## src/hw/rtl/adv_pattern_classifier_tracker_core_macros.svh

```systemverilog
// ----------------------------------------------------------------------------
// Assertion macros for the advertisement pattern classifier and tracker
// Shared property forms; every use samples on clock and is masked by reset.
// ----------------------------------------------------------------------------
`ifndef ADV_PATTERN_CLASSIFIER_TRACKER_CORE_MACROS_SVH
`define ADV_PATTERN_CLASSIFIER_TRACKER_CORE_MACROS_SVH

// The consequent holds in the same cycle as the antecedent.
`define APCT_ASSERT_SAME(label, ante, cons, msg) \
   label: assert property (@(posedge clock) disable iff (reset) (ante) |-> (cons)) \
      else $error(msg);

// The consequent holds in the cycle after the antecedent.
`define APCT_ASSERT_NEXT(label, ante, cons, msg) \
   label: assert property (@(posedge clock) disable iff (reset) (ante) |=> (cons)) \
      else $error(msg);

`endif

```

## src/hw/rtl/apct_pkg.sv

```systemverilog
// ----------------------------------------------------------------------------
// apct_pkg
// Types, constants and pattern tables of the advertisement classifier/tracker.
// ----------------------------------------------------------------------------
package apct_pkg;

   localparam int TABLE_ENTRIES = 16;
   localparam int PATTERN_COUNT = 9;
   localparam int PATTERN_BYTES = 16;
   localparam int MATCH_LEN     = 15;

   localparam int IDX_W   = (TABLE_ENTRIES > 1) ? $clog2(TABLE_ENTRIES) : 1;
   localparam int CNT_W   = $clog2(TABLE_ENTRIES + 1);
   localparam int PB_W    = (PATTERN_BYTES > 1) ? $clog2(PATTERN_BYTES) : 1;
   localparam int KIND_W  = 4;
   localparam int SLOT_W  = 4;
   localparam int COUNT_W = 5;
   localparam int POS_W   = 8;

   localparam logic [31:0] AGE_RESET = 32'd15000;
   localparam logic [POS_W-1:0] POS_MAX = '1;

   typedef enum logic [1:0] {
      ACT_NONE    = 2'd0,
      ACT_REFRESH = 2'd1,
      ACT_INSERT  = 2'd2,
      ACT_DROP    = 2'd3
   } action_type;

   typedef struct packed {
      logic              mode;
      logic [7:0]        data_byte;
      logic              last;
      logic [47:0]       address;
      logic signed [7:0] signal_strength;
      logic [31:0]       now_ms;
   } req_type;

   typedef struct packed {
      logic               matched;
      logic [KIND_W-1:0]  kind;
      action_type         action;
      logic [SLOT_W-1:0]  slot;
      logic [COUNT_W-1:0] removed;
      logic [COUNT_W-1:0] occupancy;
   } rsp_type;

   // One table entry as held in the entry memory.
   typedef struct packed {
      logic [47:0]       address;
      logic [31:0]       seen;
      logic signed [7:0] strength;
      logic [KIND_W-1:0] kind;
   } entry_type;

   typedef logic [0:PATTERN_BYTES-1][7:0] pat_row_type;

   // Bit i set means byte i must equal the pattern byte.
   localparam logic [PATTERN_BYTES-1:0] PAT_CARE [PATTERN_COUNT] = '{
      16'h101F, 16'h001F, 16'h001F, 16'h77FF, 16'h0003,
      16'h7FFF, 16'h0FFF, 16'h001F, 16'h03FF
   };

   localparam pat_row_type PAT_DATA [PATTERN_COUNT] = '{
      '{8'h4c, 8'h00, 8'h07, 8'h19, 8'h00, 8'h00, 8'h00, 8'h00,
        8'h00, 8'h00, 8'h00, 8'h00, 8'h00, 8'h00, 8'h00, 8'h00},
      '{8'h4c, 8'h00, 8'h0f, 8'h05, 8'hc0, 8'h00, 8'h00, 8'h00,
        8'h00, 8'h00, 8'h00, 8'h00, 8'h00, 8'h00, 8'h00, 8'h00},
      '{8'h4c, 8'h00, 8'h07, 8'h19, 8'h07, 8'h00, 8'h00, 8'h00,
        8'h00, 8'h00, 8'h00, 8'h00, 8'h00, 8'h00, 8'h00, 8'h00},
      '{8'h4c, 8'h00, 8'h04, 8'h04, 8'h2a, 8'h00, 8'h00, 8'h00,
        8'h0f, 8'h05, 8'hc1, 8'h00, 8'h60, 8'h4c, 8'h95, 8'h00},
      '{8'h2c, 8'hfe, 8'h00, 8'h00, 8'h00, 8'h00, 8'h00, 8'h00,
        8'h00, 8'h00, 8'h00, 8'h00, 8'h00, 8'h00, 8'h00, 8'h00},
      '{8'h75, 8'h00, 8'h00, 8'h00, 8'h00, 8'h00, 8'h00, 8'h00,
        8'h00, 8'h00, 8'h00, 8'h00, 8'h00, 8'h00, 8'h00, 8'h00},
      '{8'h75, 8'h00, 8'h01, 8'h00, 8'h02, 8'h00, 8'h01, 8'h01,
        8'hff, 8'h00, 8'h00, 8'h43, 8'h00, 8'h00, 8'h00, 8'h00},
      '{8'h06, 8'h00, 8'h03, 8'h00, 8'h80, 8'h00, 8'h00, 8'h00,
        8'h00, 8'h00, 8'h00, 8'h00, 8'h00, 8'h00, 8'h00, 8'h00},
      '{8'hff, 8'h00, 8'h6d, 8'hb6, 8'h43, 8'hce, 8'h97, 8'hfe,
        8'h42, 8'h7c, 8'h00, 8'h00, 8'h00, 8'h00, 8'h00, 8'h00}
   };

   // Clears the live bit of every pattern that the byte at this position misses, below MATCH_LEN.
   function automatic logic [PATTERN_COUNT-1:0] alive_update(
      input logic [PATTERN_COUNT-1:0] alive,
      input logic [POS_W-1:0]         pos,
      input logic [7:0]               data
   );
      logic [PATTERN_COUNT-1:0] res;
      logic [PB_W-1:0]          idx;
      res = alive;
      idx = pos[PB_W-1:0];
      if (int'(pos) < MATCH_LEN && int'(pos) < PATTERN_BYTES) begin
         for (int k = 0; k < PATTERN_COUNT; k++) begin
            if (PAT_CARE[k][idx] && data != PAT_DATA[k][idx]) begin
               res[k] = 1'b0;
            end
         end
      end
      return res;
   endfunction

   // Lowest-numbered live pattern.
   function automatic logic [KIND_W-1:0] first_alive(input logic [PATTERN_COUNT-1:0] alive);
      logic [KIND_W-1:0] res;
      res = '0;
      for (int k = PATTERN_COUNT - 1; k >= 0; k--) begin
         if (alive[k]) begin
            res = KIND_W'(k);
         end
      end
      return res;
   endfunction

endpackage

```

## src/hw/rtl/adv_pattern_classifier_tracker_core.sv

```systemverilog
// ----------------------------------------------------------------------------
// adv_pattern_classifier_tracker_core
// Masked pattern classifier for advertisement payloads with an aging device table.
// ----------------------------------------------------------------------------
// A payload byte that is not the last one is absorbed in the cycle it is
// accepted and gives no result; busy stays low. A last byte that matches no
// pattern gives its result in the following cycle, also without busy. A
// matched last byte and an aging sweep each walk the 16-entry device table
// through its single read port, one entry per cycle, with busy high for the
// walk and, for a matched byte, for the update state ST_FINISH after it;
// rsp_strobe pulses in the first cycle after busy drops. The receiver cannot
// stall; rsp_strobe is high for exactly one cycle per result. The table needs
// no clearing pass after reset; csr_ready is always high.
module adv_pattern_classifier_tracker_core (
   input  logic              clock,
   input  logic              reset,
   input  logic              start,
   output logic              busy,
   input  apct_pkg::req_type req_item,
   output logic              rsp_strobe,
   output apct_pkg::rsp_type rsp_item,
   input  logic              csr_valid,
   output logic              csr_ready,
   input  logic [31:0]       csr_data
);

   `include "adv_pattern_classifier_tracker_core_macros.svh"

   typedef enum logic [3:0] {
      ST_IDLE   = 4'b0001,
      ST_LOOKUP = 4'b0010,
      ST_SWEEP  = 4'b0100,
      ST_FINISH = 4'b1000
   } state_type;

   state_type                             state_ff, state_in;
   logic [apct_pkg::POS_W-1:0]            pos_ff, pos_in;
   logic [apct_pkg::PATTERN_COUNT-1:0]    alive_ff, alive_in;
   logic [apct_pkg::TABLE_ENTRIES-1:0]    valid_ff, valid_in;
   logic [apct_pkg::CNT_W-1:0]            occ_ff, occ_in;
   logic [31:0]                           age_limit_ff;
   logic [apct_pkg::CNT_W-1:0]            ptr_ff, ptr_in;
   logic                                  chk_vld_ff, chk_vld_in;
   logic [apct_pkg::IDX_W-1:0]            chk_idx_ff, chk_idx_in;
   logic                                  hit_fnd_ff, hit_fnd_in;
   logic [apct_pkg::IDX_W-1:0]            hit_idx_ff, hit_idx_in;
   logic [apct_pkg::KIND_W-1:0]           hit_kind_ff, hit_kind_in;
   logic                                  free_fnd_ff, free_fnd_in;
   logic [apct_pkg::IDX_W-1:0]            free_idx_ff, free_idx_in;
   logic [apct_pkg::CNT_W-1:0]            removed_ff, removed_in;
   apct_pkg::entry_type                   work_ff, work_in;
   logic                                  rsp_strobe_ff, rsp_strobe_in;
   apct_pkg::rsp_type                     rsp_ff, rsp_in;

   logic                                  rd_en;
   logic [apct_pkg::IDX_W-1:0]            rd_addr;
   apct_pkg::entry_type                   rd_data;
   logic                                  wr_en;
   logic [apct_pkg::IDX_W-1:0]            wr_addr;
   apct_pkg::entry_type                   wr_data;

   logic                                  accept;
   logic [apct_pkg::PATTERN_COUNT-1:0]    alive_upd;
   logic [apct_pkg::POS_W-1:0]            pos_upd;
   logic                                  adv_match;
   logic                                  walk_end;
   logic                                  chk_live;

   assign accept    = start && !busy;
   assign alive_upd = apct_pkg::alive_update(alive_ff, pos_ff, req_item.data_byte);
   assign pos_upd   = (pos_ff == apct_pkg::POS_MAX) ? pos_ff : pos_ff + 1'b1;
   assign adv_match = (int'(pos_upd) >= apct_pkg::MATCH_LEN) && (|alive_upd);
   assign walk_end  = (ptr_ff == apct_pkg::CNT_W'(apct_pkg::TABLE_ENTRIES));
   assign chk_live  = chk_vld_ff && valid_ff[chk_idx_ff];

   assign busy       = (state_ff != ST_IDLE);
   assign csr_ready  = 1'b1;
   assign rsp_strobe = rsp_strobe_ff;
   assign rsp_item   = rsp_ff;

   apct_ram #(
      .WIDTH($bits(apct_pkg::entry_type)),
      .DEPTH(apct_pkg::TABLE_ENTRIES)
   ) u_entry_ram (
      .clock  (clock),
      .wr_en  (wr_en),
      .wr_addr(wr_addr),
      .wr_data(wr_data),
      .rd_en  (rd_en),
      .rd_addr(rd_addr),
      .rd_data(rd_data)
   );

   always_comb begin
      state_in      = state_ff;
      pos_in        = pos_ff;
      alive_in      = alive_ff;
      valid_in      = valid_ff;
      occ_in        = occ_ff;
      ptr_in        = ptr_ff;
      chk_vld_in    = 1'b0;
      chk_idx_in    = ptr_ff[apct_pkg::IDX_W-1:0];
      hit_fnd_in    = hit_fnd_ff;
      hit_idx_in    = hit_idx_ff;
      hit_kind_in   = hit_kind_ff;
      free_fnd_in   = free_fnd_ff;
      free_idx_in   = free_idx_ff;
      removed_in    = removed_ff;
      work_in       = work_ff;
      rsp_strobe_in = 1'b0;
      rsp_in        = rsp_ff;
      rd_en         = 1'b0;
      rd_addr       = ptr_ff[apct_pkg::IDX_W-1:0];
      wr_en         = 1'b0;
      wr_addr       = hit_idx_ff;
      wr_data       = work_ff;

      unique case (state_ff)
         ST_IDLE: begin
            ptr_in      = '0;
            hit_fnd_in  = 1'b0;
            free_fnd_in = 1'b0;
            removed_in  = '0;
            if (accept) begin
               work_in.seen = req_item.now_ms;
               if (req_item.mode) begin
                  state_in = ST_SWEEP;
               end else begin
                  alive_in = alive_upd;
                  pos_in   = pos_upd;
                  if (req_item.last) begin
                     // The next advertisement starts from a clean slate.
                     alive_in         = '1;
                     pos_in           = '0;
                     work_in.address  = req_item.address;
                     work_in.strength = req_item.signal_strength;
                     work_in.kind     = apct_pkg::first_alive(alive_upd);
                     if (adv_match) begin
                        state_in = ST_LOOKUP;
                     end else begin
                        rsp_strobe_in    = 1'b1;
                        rsp_in           = '0;
                        rsp_in.action    = apct_pkg::ACT_NONE;
                        rsp_in.occupancy = apct_pkg::COUNT_W'(occ_ff);
                     end
                  end
               end
            end
         end

         ST_LOOKUP, ST_SWEEP: begin
            // Reads are issued one entry ahead of the compare stage.
            if (!walk_end) begin
               rd_en      = 1'b1;
               chk_vld_in = 1'b1;
               ptr_in     = ptr_ff + 1'b1;
            end
            if (state_ff == ST_LOOKUP) begin
               if (chk_live && !hit_fnd_ff && rd_data.address == work_ff.address) begin
                  hit_fnd_in  = 1'b1;
                  hit_idx_in  = chk_idx_ff;
                  hit_kind_in = rd_data.kind;
               end
               if (chk_vld_ff && !valid_ff[chk_idx_ff] && !free_fnd_ff) begin
                  free_fnd_in = 1'b1;
                  free_idx_in = chk_idx_ff;
               end
               if (walk_end) begin
                  state_in = ST_FINISH;
               end
            end else begin
               if (chk_live && (work_ff.seen - rd_data.seen) > age_limit_ff) begin
                  valid_in[chk_idx_ff] = 1'b0;
                  removed_in           = removed_ff + 1'b1;
                  occ_in               = occ_ff - 1'b1;
               end
               if (walk_end) begin
                  state_in         = ST_IDLE;
                  rsp_strobe_in    = 1'b1;
                  rsp_in           = '0;
                  rsp_in.action    = apct_pkg::ACT_NONE;
                  rsp_in.removed   = apct_pkg::COUNT_W'(removed_in);
                  rsp_in.occupancy = apct_pkg::COUNT_W'(occ_in);
               end
            end
         end

         ST_FINISH: begin
            state_in       = ST_IDLE;
            rsp_strobe_in  = 1'b1;
            rsp_in         = '0;
            rsp_in.matched = 1'b1;
            rsp_in.kind    = work_ff.kind;
            priority if (hit_fnd_ff) begin
               // A refresh keeps the kind recorded at insertion.
               wr_en        = 1'b1;
               wr_addr      = hit_idx_ff;
               wr_data.kind = hit_kind_ff;
               rsp_in.action = apct_pkg::ACT_REFRESH;
               rsp_in.slot   = apct_pkg::SLOT_W'(hit_idx_ff);
            end else if (free_fnd_ff) begin
               wr_en                 = 1'b1;
               wr_addr               = free_idx_ff;
               valid_in[free_idx_ff] = 1'b1;
               occ_in                = occ_ff + 1'b1;
               rsp_in.action         = apct_pkg::ACT_INSERT;
               rsp_in.slot           = apct_pkg::SLOT_W'(free_idx_ff);
            end else begin
               rsp_in.action = apct_pkg::ACT_DROP;
            end
            rsp_in.occupancy = apct_pkg::COUNT_W'(occ_in);
         end

         default: begin
            state_in = ST_IDLE;
         end
      endcase
   end

   always_ff @(posedge clock) begin
      if (reset) begin
         state_ff      <= ST_IDLE;
         pos_ff        <= '0;
         alive_ff      <= '1;
         valid_ff      <= '0;
         occ_ff        <= '0;
         age_limit_ff  <= apct_pkg::AGE_RESET;
         ptr_ff        <= '0;
         chk_vld_ff    <= 1'b0;
         hit_fnd_ff    <= 1'b0;
         free_fnd_ff   <= 1'b0;
         removed_ff    <= '0;
         rsp_strobe_ff <= 1'b0;
      end else begin
         state_ff      <= state_in;
         pos_ff        <= pos_in;
         alive_ff      <= alive_in;
         valid_ff      <= valid_in;
         occ_ff        <= occ_in;
         ptr_ff        <= ptr_in;
         chk_vld_ff    <= chk_vld_in;
         hit_fnd_ff    <= hit_fnd_in;
         free_fnd_ff   <= free_fnd_in;
         removed_ff    <= removed_in;
         rsp_strobe_ff <= rsp_strobe_in;
         if (csr_valid && csr_ready) begin
            age_limit_ff <= csr_data;
         end
      end
   end

   always_ff @(posedge clock) begin
      chk_idx_ff  <= chk_idx_in;
      hit_idx_ff  <= hit_idx_in;
      hit_kind_ff <= hit_kind_in;
      free_idx_ff <= free_idx_in;
      work_ff     <= work_in;
      rsp_ff      <= rsp_in;
   end

   `APCT_ASSERT_SAME(a_occ_matches_valid, 1'b1,
      occ_ff == apct_pkg::CNT_W'($countones(valid_ff)),
      "Occupancy count disagrees with the valid bits.")
   `APCT_ASSERT_SAME(a_unmatched_quiet, rsp_strobe_ff && !rsp_ff.matched,
      rsp_ff.kind == '0 && rsp_ff.action == apct_pkg::ACT_NONE && rsp_ff.slot == '0,
      "Unmatched transaction reports a table action.")
   `APCT_ASSERT_NEXT(a_finish_reports, state_ff == ST_FINISH,
      rsp_strobe_ff && state_ff == ST_IDLE,
      "Table update did not produce its result.")
   `APCT_ASSERT_NEXT(a_sweep_goes_busy, accept && req_item.mode, busy,
      "Sweep transaction did not start the table walk.")
   `APCT_ASSERT_SAME(a_no_read_on_write, wr_en, !rd_en,
      "Entry memory read and written in the same cycle.")

endmodule

```

## src/hw/rtl/apct_ram.sv

```systemverilog
// ----------------------------------------------------------------------------
// apct_ram
// Generic single-write, single-read RAM with a registered read port.
// ----------------------------------------------------------------------------
module apct_ram #(
   parameter int WIDTH = 8,
   parameter int DEPTH = 16
) (
   input  logic                                         clock,
   input  logic                                         wr_en,
   input  logic [((DEPTH > 1) ? $clog2(DEPTH) : 1)-1:0] wr_addr,
   input  logic [WIDTH-1:0]                             wr_data,
   input  logic                                         rd_en,
   input  logic [((DEPTH > 1) ? $clog2(DEPTH) : 1)-1:0] rd_addr,
   output logic [WIDTH-1:0]                             rd_data
);

   logic [WIDTH-1:0] mem_ff [DEPTH];
   logic [WIDTH-1:0] rd_data_ff;

   always_ff @(posedge clock) begin
      if (wr_en) begin
         mem_ff[wr_addr] <= wr_data;
      end
      if (rd_en) begin
         rd_data_ff <= mem_ff[rd_addr];
      end
   end

   assign rd_data = rd_data_ff;

endmodule
```

## config.mk

```make
export PLATFORM = sky130hd
export DESIGN_NAME = adv_pattern_classifier_tracker_core
export DESIGN_NICKNAME = d
export VERILOG_FILES = /design/src/hw/rtl/apct_pkg.sv /design/src/hw/rtl/adv_pattern_classifier_tracker_core.sv /design/src/hw/rtl/apct_ram.sv
export VERILOG_INCLUDE_DIRS = /design/src /design/src/hw/rtl
export SDC_FILE = /design/constraint.sdc
export NUM_CORES = 2
export LEC_CHECK = 0
export BUFFER_PORTS_ARGS = -buffer_cell sky130_fd_sc_hd__buf_2
export CORE_AREA = 2 2 411 413
export CTS_CLUSTER_SIZE = 14
export DETAILED_ROUTE_END_ITERATION = 10
export DIE_AREA = 0 0 413 415
export PLACE_DENSITY = 0.56
export SLEW_MARGIN = 15
export SYNTH_ARGS = -nofsm -noshare
export SYNTH_HDL_FRONTEND = slang
export SYNTH_SLANG_ARGS = --single-unit
```

## constraint.sdc

```tcl
create_clock -name clock -period 9.9 [get_ports clock]
set_input_delay 0.99 -clock clock [delete_from_list [all_inputs] [get_ports clock]]
set_output_delay 0.99 -clock clock [all_outputs]
set_load 0.02 [all_outputs]
```

After elaboration in Yosys (flattened, before gate mapping)
Memory sizes are Yosys's and may differ from the RTL's. A register that Yosys moved wholly into a read port is not among the register bits.
Cells that the tools add are included.
{"block": "word_totals", "ff_bits": 217, "mem_bits_ro": 1264, "n_memories": 17, "output_inout_bits": 24, "mem_bits_rw": 1472}
{"block": "op_classes", "n_lt_le_gt_ge": 10, "add_sub_neg": 6, "bitwise": 5, "muxes": 124, "n_eq_ne": 32, "n_reduce_logical": 45}
{"memory": "u_entry_ram.mem_ff", "words": 16, "word_bits": 92, "rd": 1, "rd_ports_with_merged_regs": 1, "wr": 1, "line_no": "apct_ram.sv:18", "source": "logic [WIDTH-1:0] mem_ff [DEPTH];"}
{"memory": "(no name shown)", "words": 16, "word_bits": 8, "rd": 1, "rd_ports_with_merged_regs": 0, "wr": 0, "line_no": "apct_pkg.sv:97", "source": "if (PAT_CARE[k][idx] && data != PAT_DATA[k][idx]) begin"}
{"memory": "(no name shown)", "words": 16, "word_bits": 8, "rd": 1, "rd_ports_with_merged_regs": 0, "wr": 0, "line_no": "apct_pkg.sv:97"}
{"memory": "(no name shown)", "words": 16, "word_bits": 8, "rd": 1, "rd_ports_with_merged_regs": 0, "wr": 0, "line_no": "apct_pkg.sv:97"}
{"memory": "(no name shown)", "words": 16, "word_bits": 8, "rd": 1, "rd_ports_with_merged_regs": 0, "wr": 0, "line_no": "apct_pkg.sv:97"}
{"memory": "(no name shown)", "words": 16, "word_bits": 8, "rd": 1, "rd_ports_with_merged_regs": 0, "wr": 0, "line_no": "apct_pkg.sv:97"}
{"memory": "+11 memories"}
{"cell": "2-to-1 mux 8 bit", "count": 20}
{"cell": "2-to-1 mux 21 bit", "count": 6}
{"cell": "2-to-1 mux 4 bit", "count": 28}
{"cell": "!= test 8 bit", "count": 9}
{"cell": "2-to-1 mux 16 bit", "count": 4}
{"cell": "one-hot mux 21 bit (3 select lines)", "count": 1}
{"cell": "equality test 48 bit", "count": 1}
{"cell": "2-to-1 mux 1 bit", "count": 38}
{"cell": "2-to-1 mux 5 bit", "count": 7}
{"cell": "> comparator 32 bit", "count": 1}
{"cell": "one-hot mux 16 bit (2 select lines)", "count": 1}
{"cell": "subtractor 32 bit", "count": 1}
{"cell": "one-hot mux 5 bit (2 select lines)", "count": 3}
{"cell": "!= test 2 bit (second input constant)", "count": 13}
{"cell": "logical AND 1 bit", "count": 20}
{"cell": "2-to-1 mux 9 bit", "count": 2}
{"cell": "bitwise AND 16 bit", "count": 1}
{"cell": "inverter 16 bit", "count": 1}
{"cell": "bitwise OR 16 bit", "count": 1}
{"cell": "adder 5 x 1 -> 5 bit (second input constant)", "count": 3}
{"cell": "less-than comparator 4 x 5 -> 1 bit (second input constant)", "count": 3}
{"cell": "AND reduction 3 bit", "count": 5}
{"cell": "2-to-1 mux 3 bit", "count": 4}
{"cell": "OR reduction 9 bit", "count": 1}
{"cell": "34 further kinds", "count": 48}

Logic depth before layout (Yosys ltp)
{"block": "depth", "word_depth": 16, "depth_mapped": 22, "ltp_nobuf": 21}

By module
A second synthesis with hierarchy kept.
{"block": "unflattened", "hier_cells": 3687, "area_unflattened_um2": 70565.2}
{"mod": "apct_ram", "area_per_inst_um2": 57709.1, "cells_per_inst": 2357, "seq_area_each_um2": 46965.0, "n_inst": 1}
{"mod": "adv_pattern_classifier_tracker_core", "area_per_inst_um2": 12856.1, "cells_per_inst": 1330, "seq_area_each_um2": 5735.5, "n_inst": 1}

Worst setup path after synthesis
Ideal clock, no wire load.
{"block": "synth_path", "path_type": "reg-to-reg", "startpoint": "reg hit_fnd_ff", "endpoint": "mem u_entry_ram.mem_ff[11][12] (netlist name), enable pin", "stages_incl_launch_ff": 10, "slack_ns": 4.180, "period_less_slack_ns": 5.720, "arrival_ns": 5.202, "n_path_buf": 3, "path_cell_list": "dfxtp_1 clkbuf_1 nor2b_1 clkbuf_1 inv_1 nor3_1 and3_1 clkbuf_1 a31oi_1 nor2_1"}
{"block": "synth_via", "elab_chain_len": 4, "elab_cells_between_ends": 6, "classes_between": "mux: 6"}
{"item": "start: declaration", "line_no": "adv_pattern_classifier_tracker_core.sv:45", "source": "logic hit_fnd_ff, hit_fnd_in;"}
{"item": "start signal: assignment", "line_no": "adv_pattern_classifier_tracker_core.sv:242", "source": "hit_fnd_ff <= hit_fnd_in;"}
{"item": "2-to-1 mux 1 bit", "line_no": "adv_pattern_classifier_tracker_core.sv:194", "source": "priority if (hit_fnd_ff) begin"}
{"item": "2-to-1 mux 1 bit", "line_no": "adv_pattern_classifier_tracker_core.sv:118", "source": "unique case (state_ff)"}
{"item": "2-to-1 mux 1 bit", "line_no": "apct_ram.sv:22", "source": "if (wr_en) begin"}
{"item": "2-to-1 mux 1 bit (not written as such)", "line_no": "apct_ram.sv:23", "source": "mem_ff[wr_addr] <= wr_data;"}
{"item": "end: declaration", "line_no": "apct_ram.sv:18"}
Parallel ways exist; a longest one is shown, timed or not.

Worst setup path after layout
{"block": "layout_path", "startpoint": "reg work_ff[12] (netlist name)", "endpoint": "reg valid_ff[3] (netlist name)"}
{"block": "layout_via", "elab_chain_len": 5}
{"item": "start: declaration", "line_no": "adv_pattern_classifier_tracker_core.sv:51", "source": "apct_pkg::entry_type work_ff, work_in;"}
{"item": "start signal: assignment", "line_no": "adv_pattern_classifier_tracker_core.sv:257", "source": "work_ff <= work_in;"}
{"item": "subtractor 32 bit", "line_no": "adv_pattern_classifier_tracker_core.sv:172", "source": "if (chk_live && (work_ff.seen - rd_data.seen) > age_limit_ff) begin"}
{"item": "> comparator 32 bit", "line_no": "adv_pattern_classifier_tracker_core.sv:172"}
{"item": "logical AND 1 bit", "line_no": "adv_pattern_classifier_tracker_core.sv:172"}
{"item": "!= test 2 bit (no source line)"}
{"item": "AND reduction 5 bit (no source line)"}
{"item": "end signal: assignment", "line_no": "adv_pattern_classifier_tracker_core.sv:238", "source": "valid_ff <= valid_in;"}
{"item": "end: declaration", "line_no": "adv_pattern_classifier_tracker_core.sv:39", "source": "logic [apct_pkg::TABLE_ENTRIES-1:0] valid_ff, valid_in;"}
Every way passes these cells.
A chain may end at the register's enable or synchronous reset.

==> summary.txt <==
Route
  • Antenna Nets Post-Route: 0
  • Via count: 31200
  • M1 WL: 66.8 mm
  • Met2 WL post-DR: 71.7 mm
  • Max Used Layer: met5
  • Initial drt markers: about 3200
  • Met3 WL: about 9.4 mm
  • Post-Route WL: 151 mm
  • Avg WL per Cell: ~26 µm
  • Vias/cell: between 5 and 6
  • DR DRC count: 0
  • DRT Pass-1 Iters: 5

Floorplan
  • Ports: roughly 160
  • # rows: 150
  • Die Y: slightly above 400 µm
  • Die ar.: 171000 µm²
  • Chip width: around 410 µm
  • Starting Density: 0.378
  • Core ar.: ~170000 µm²

Pwr
  • Internal: 10800 µW
  • Peak supply drop: 0.155 mV
  • Sw Pwr: 2960 µW
  • Sequential fraction of design power: 0.538
  • Gate power share: 0.037
  • Clk network pwr share: 0.425
  • PD cells: 193 nW/µm²
  • Leakage: roughly 0.022 µW
  • Sw frac: 0.215
  • Power Total: 13800 µW

Worst setup path
  • Worst EP arrival: between 7 and 8 ns
  • Worst path required time: roughly 11 ns
  • Critical path type: flop to flop
  • Max Fanout on Critical Path: 17
  • Worst R2R Setup Slack: ~3.2 ns
  • CP startpoint kind: flop
  • Worst setup EP type: flop

CTS
  • Clock slew at reported path FFs: about 0.060 ns
  • Cts hold-fix bufs: 0
  • CTS resizes: 0
  • CTS Buf Count: between 150 and 200
  • H-Tree Depth: 4
  • Num Clock Sinks: between 1500 and 2000
  • Worst-skew pair later-pin latency: just under 0.8 ns
  • Post-CTS Setup Inserts: 0
  • CTS Buffer Depth: 3
  • Root buffer cell: clkbuf_16
  • CTS tree: yes

Run status
  • Outcome: finished, final reports clean

STA
  • Slew Limit Headroom: 0.257
  • RSZ-0062 raised after global routing: false
  • Fmax: between 0.1 and 0.15 GHz
  • Final Max Tran Viols: 0
  • Setup violations, final: 0
  • Final period utilization: 0.679
  • Final Critical Period: approximately 6.7 ns
  • Final Skew: between 0.03 and 0.04 ns
  • Final Hold Violating Endpoints: 0
  • Worst Max-Slew Pin Slew: roughly 1.1 ns
  • Setup tns final: 0 ns

Finish
  • Final #Nets: roughly 3600
  • Area grow syn2layout: 13.7%
  • Share of cells above drive strength 1: 0.247
  • FILL cells: between 10000 and 15000

Logic synthesis
  • Top cells by area, synth: edfxtp_1 (70%), mux4_2 (14%), dfxtp_1 (3.1%)
  • Syn_nets: roughly 3400
  • Area share of fa/ha/maj cells after synthesis: 0.0154
  • Synth Area in Compound Gates: 0.0346
  • Post-synthesis mux area share: 0.151
  • Yosys reg bits: about 1600
  • Largest family of logic cells by synthesized area: multiplexers
  • EDFF count, synth: 1473
  • Avg Cell Area, Syn: just under 20 µm²
  • Ys flop type: edfxtp_1
  • Synth top area share: 0.702
  • Yosys synthesis warning count: 0
  • Top cells by count, synth: edfxtp_1 (1473), mux4_2 (405), nor2_1 (147), clkbuf_1 (103), inv_1 (102)
  • Synthesized area: 63000 µm²
  • Simple-gate area share of the yosys netlist: 0.0363
  • Synth Area in XOR/XNOR: 0.0125
  • Async SR Flop Fraction: 0
  • Cells after Synth: about 3200
  • Most common cell in the synthesized netlist: edfxtp_1
  • Synth area leader: edfxtp_1
  • Seq/Total Area, Yosys: 0.734
  • Unique masters post-synth: 90

Flow run
  • Max Cap Viol: 0

GRT
  • Total gr overflow: 0
  • Pin count of the biggest net entering global routing: roughly 130
  • Initial antenna violation count: 8
  • Vias in the first global route: ~32000
  • First-pass GRT wire length: about 220 mm
  • GRT Overall Usage: 0.176

Hold path
  • Hold/Removal Path Class: input pin to flop

Place
  • Final estimated routing congestion in global placement: just under 0.8
  • Post-DP HPWL: just under 80 mm
  • Port Buffers: ~150
[layout by cell type, fill, tap and decap left out, types with 36 or more instances in the layout]
cell / instances
xor2_1: 41
mux4_2: 405
xnor2_1: 49
edfxtp_1: 1473
clkinv_1: 36
ha_1: 76
buf_4: 51
clkbuf_16: 166
buf_2: 148
dfxtp_1: 95
nand2_1: 71
a21oi_1: 82
inv_1: 100
o21ai_0: 37
clkbuf_1: 38
nor2_1: 130
[per-layer routing]
| layer | up-vias | global-route usage |
|---|---|---|
| li1 | 13600 | - |
| met1 | 16500 | 0.248 |
| met2 | 914 | 0.279 |
| met3 | 201 | 0.0369 |
| met4 | 6 | 0.0432 |
| met5 | - | 0 |
[metrics by stage]
step / worst slack [ns] / utilization / hold slack, ns / instances / instance area [µm²]
2_1_floorplan: 4.18 / - / 0.342 / 3203 / 63000
3_3_place_gp: 2.95 / 0.399 / 0.438 / 5461 / 66500
3_5_place_dp: 3.00 / 0.399 / 0.445 / 5462 / 66500
4_1_cts: 2.99 / 0.430 / 0.319 / 5751 / 71600
5_1_grt: 2.65 / 0.430 / 0.340 / 5753 / 71600
6_report: 3.18 / 0.430 / 0.378 / 5754 / 71600
[final timing paths]
kind                             from                       end  depth (start not counted)
max reg2reg     work_ff[12]$_DFFE_PP_  valid_ff[3]$_SDFFE_PP0P_                         21
max             work_ff[12]$_DFFE_PP_  valid_ff[3]$_SDFFE_PP0P_                         21
min reg2reg  alive_ff[7]$_SDFFE_PP1P_  alive_ff[7]$_SDFFE_PP1P_                          1
min                      req_item[58]     work_ff[62]$_DFFE_PP_                          1
[state kept, by name, indices dropped and copies added (netlist names), named ones only]
register / flops
chk_idx_ff: 4
work_ff: 84
hit_fnd_ff: 1
rsp_strobe: 1
chk_vld_ff: 1
hit_idx_ff: 4
u_entry_ram.mem_ff: 1280
free_fnd_ff: 1
alive_ff: 9
u_entry_ram.rd_data: 80
rsp_item: 21
ptr_ff: 5
free_idx_ff: 4
occ_ff: 5
age_limit_ff: 32
state_ff: 4
pos_ff: 8
removed_ff: 5
valid_ff: 16
[layout make-up]
cell class,instances,area (µm²),area share
inverters,105,397,0.00554
diodes,1,2.50,0.0000349
clock inverters,79,703,0.00982
repair buffers,206,1280,0.0179
well taps,2204,2760,0.0385
flip-flops and latches,1572,46200,0.645
multi-input cells,1377,15900,0.222
clock buffers,210,4380,0.0611
[critical path, cell delays in order (launching register included)]
cell and delay, ns:
edfxtp_1 0.59, inv_1 0.18, ha_1 0.20, inv_1 0.06, fa_1 0.39, a21o_1 0.20, a221o_1 0.36, o21ai_0 0.55
nand2_1 0.13, o211ai_1 0.47, a2111oi_0 0.27, o211ai_1 0.25, nand3b_1 0.12, ha_1 0.31, nand4_1 0.10, or2_2 0.31
nor3_1 0.43, o311a_1 0.37, o211ai_1 0.32, buf_4 0.28, nor3_1 0.49, a311oi_1 0.17
[power groups by stage]
stage / clock network (µW) / registers, µW / logic (µW)
2_1_floorplan: 0 / 7540 / 341
3_3_place_gp: 0 / 7570 / 518
3_5_place_dp: 0 / 7580 / 520
4_1_cts: 6010 / 7440 / 522
5_1_grt: 6260 / 7450 / 572
6_report: 5860 / 7440 / 512
[logic make-up after synthesis]
kind of cell	after synthesis
XOR/XNOR	90
multiplexers	445
flip-flops	1572
adder cells (fa/ha/maj)	77
AND/OR/NAND/NOR	448
other	1
AO/OA/AOI/OAI	316
buffers and inverters	254
No activity file was read; power rests on OpenSTA's default activity.
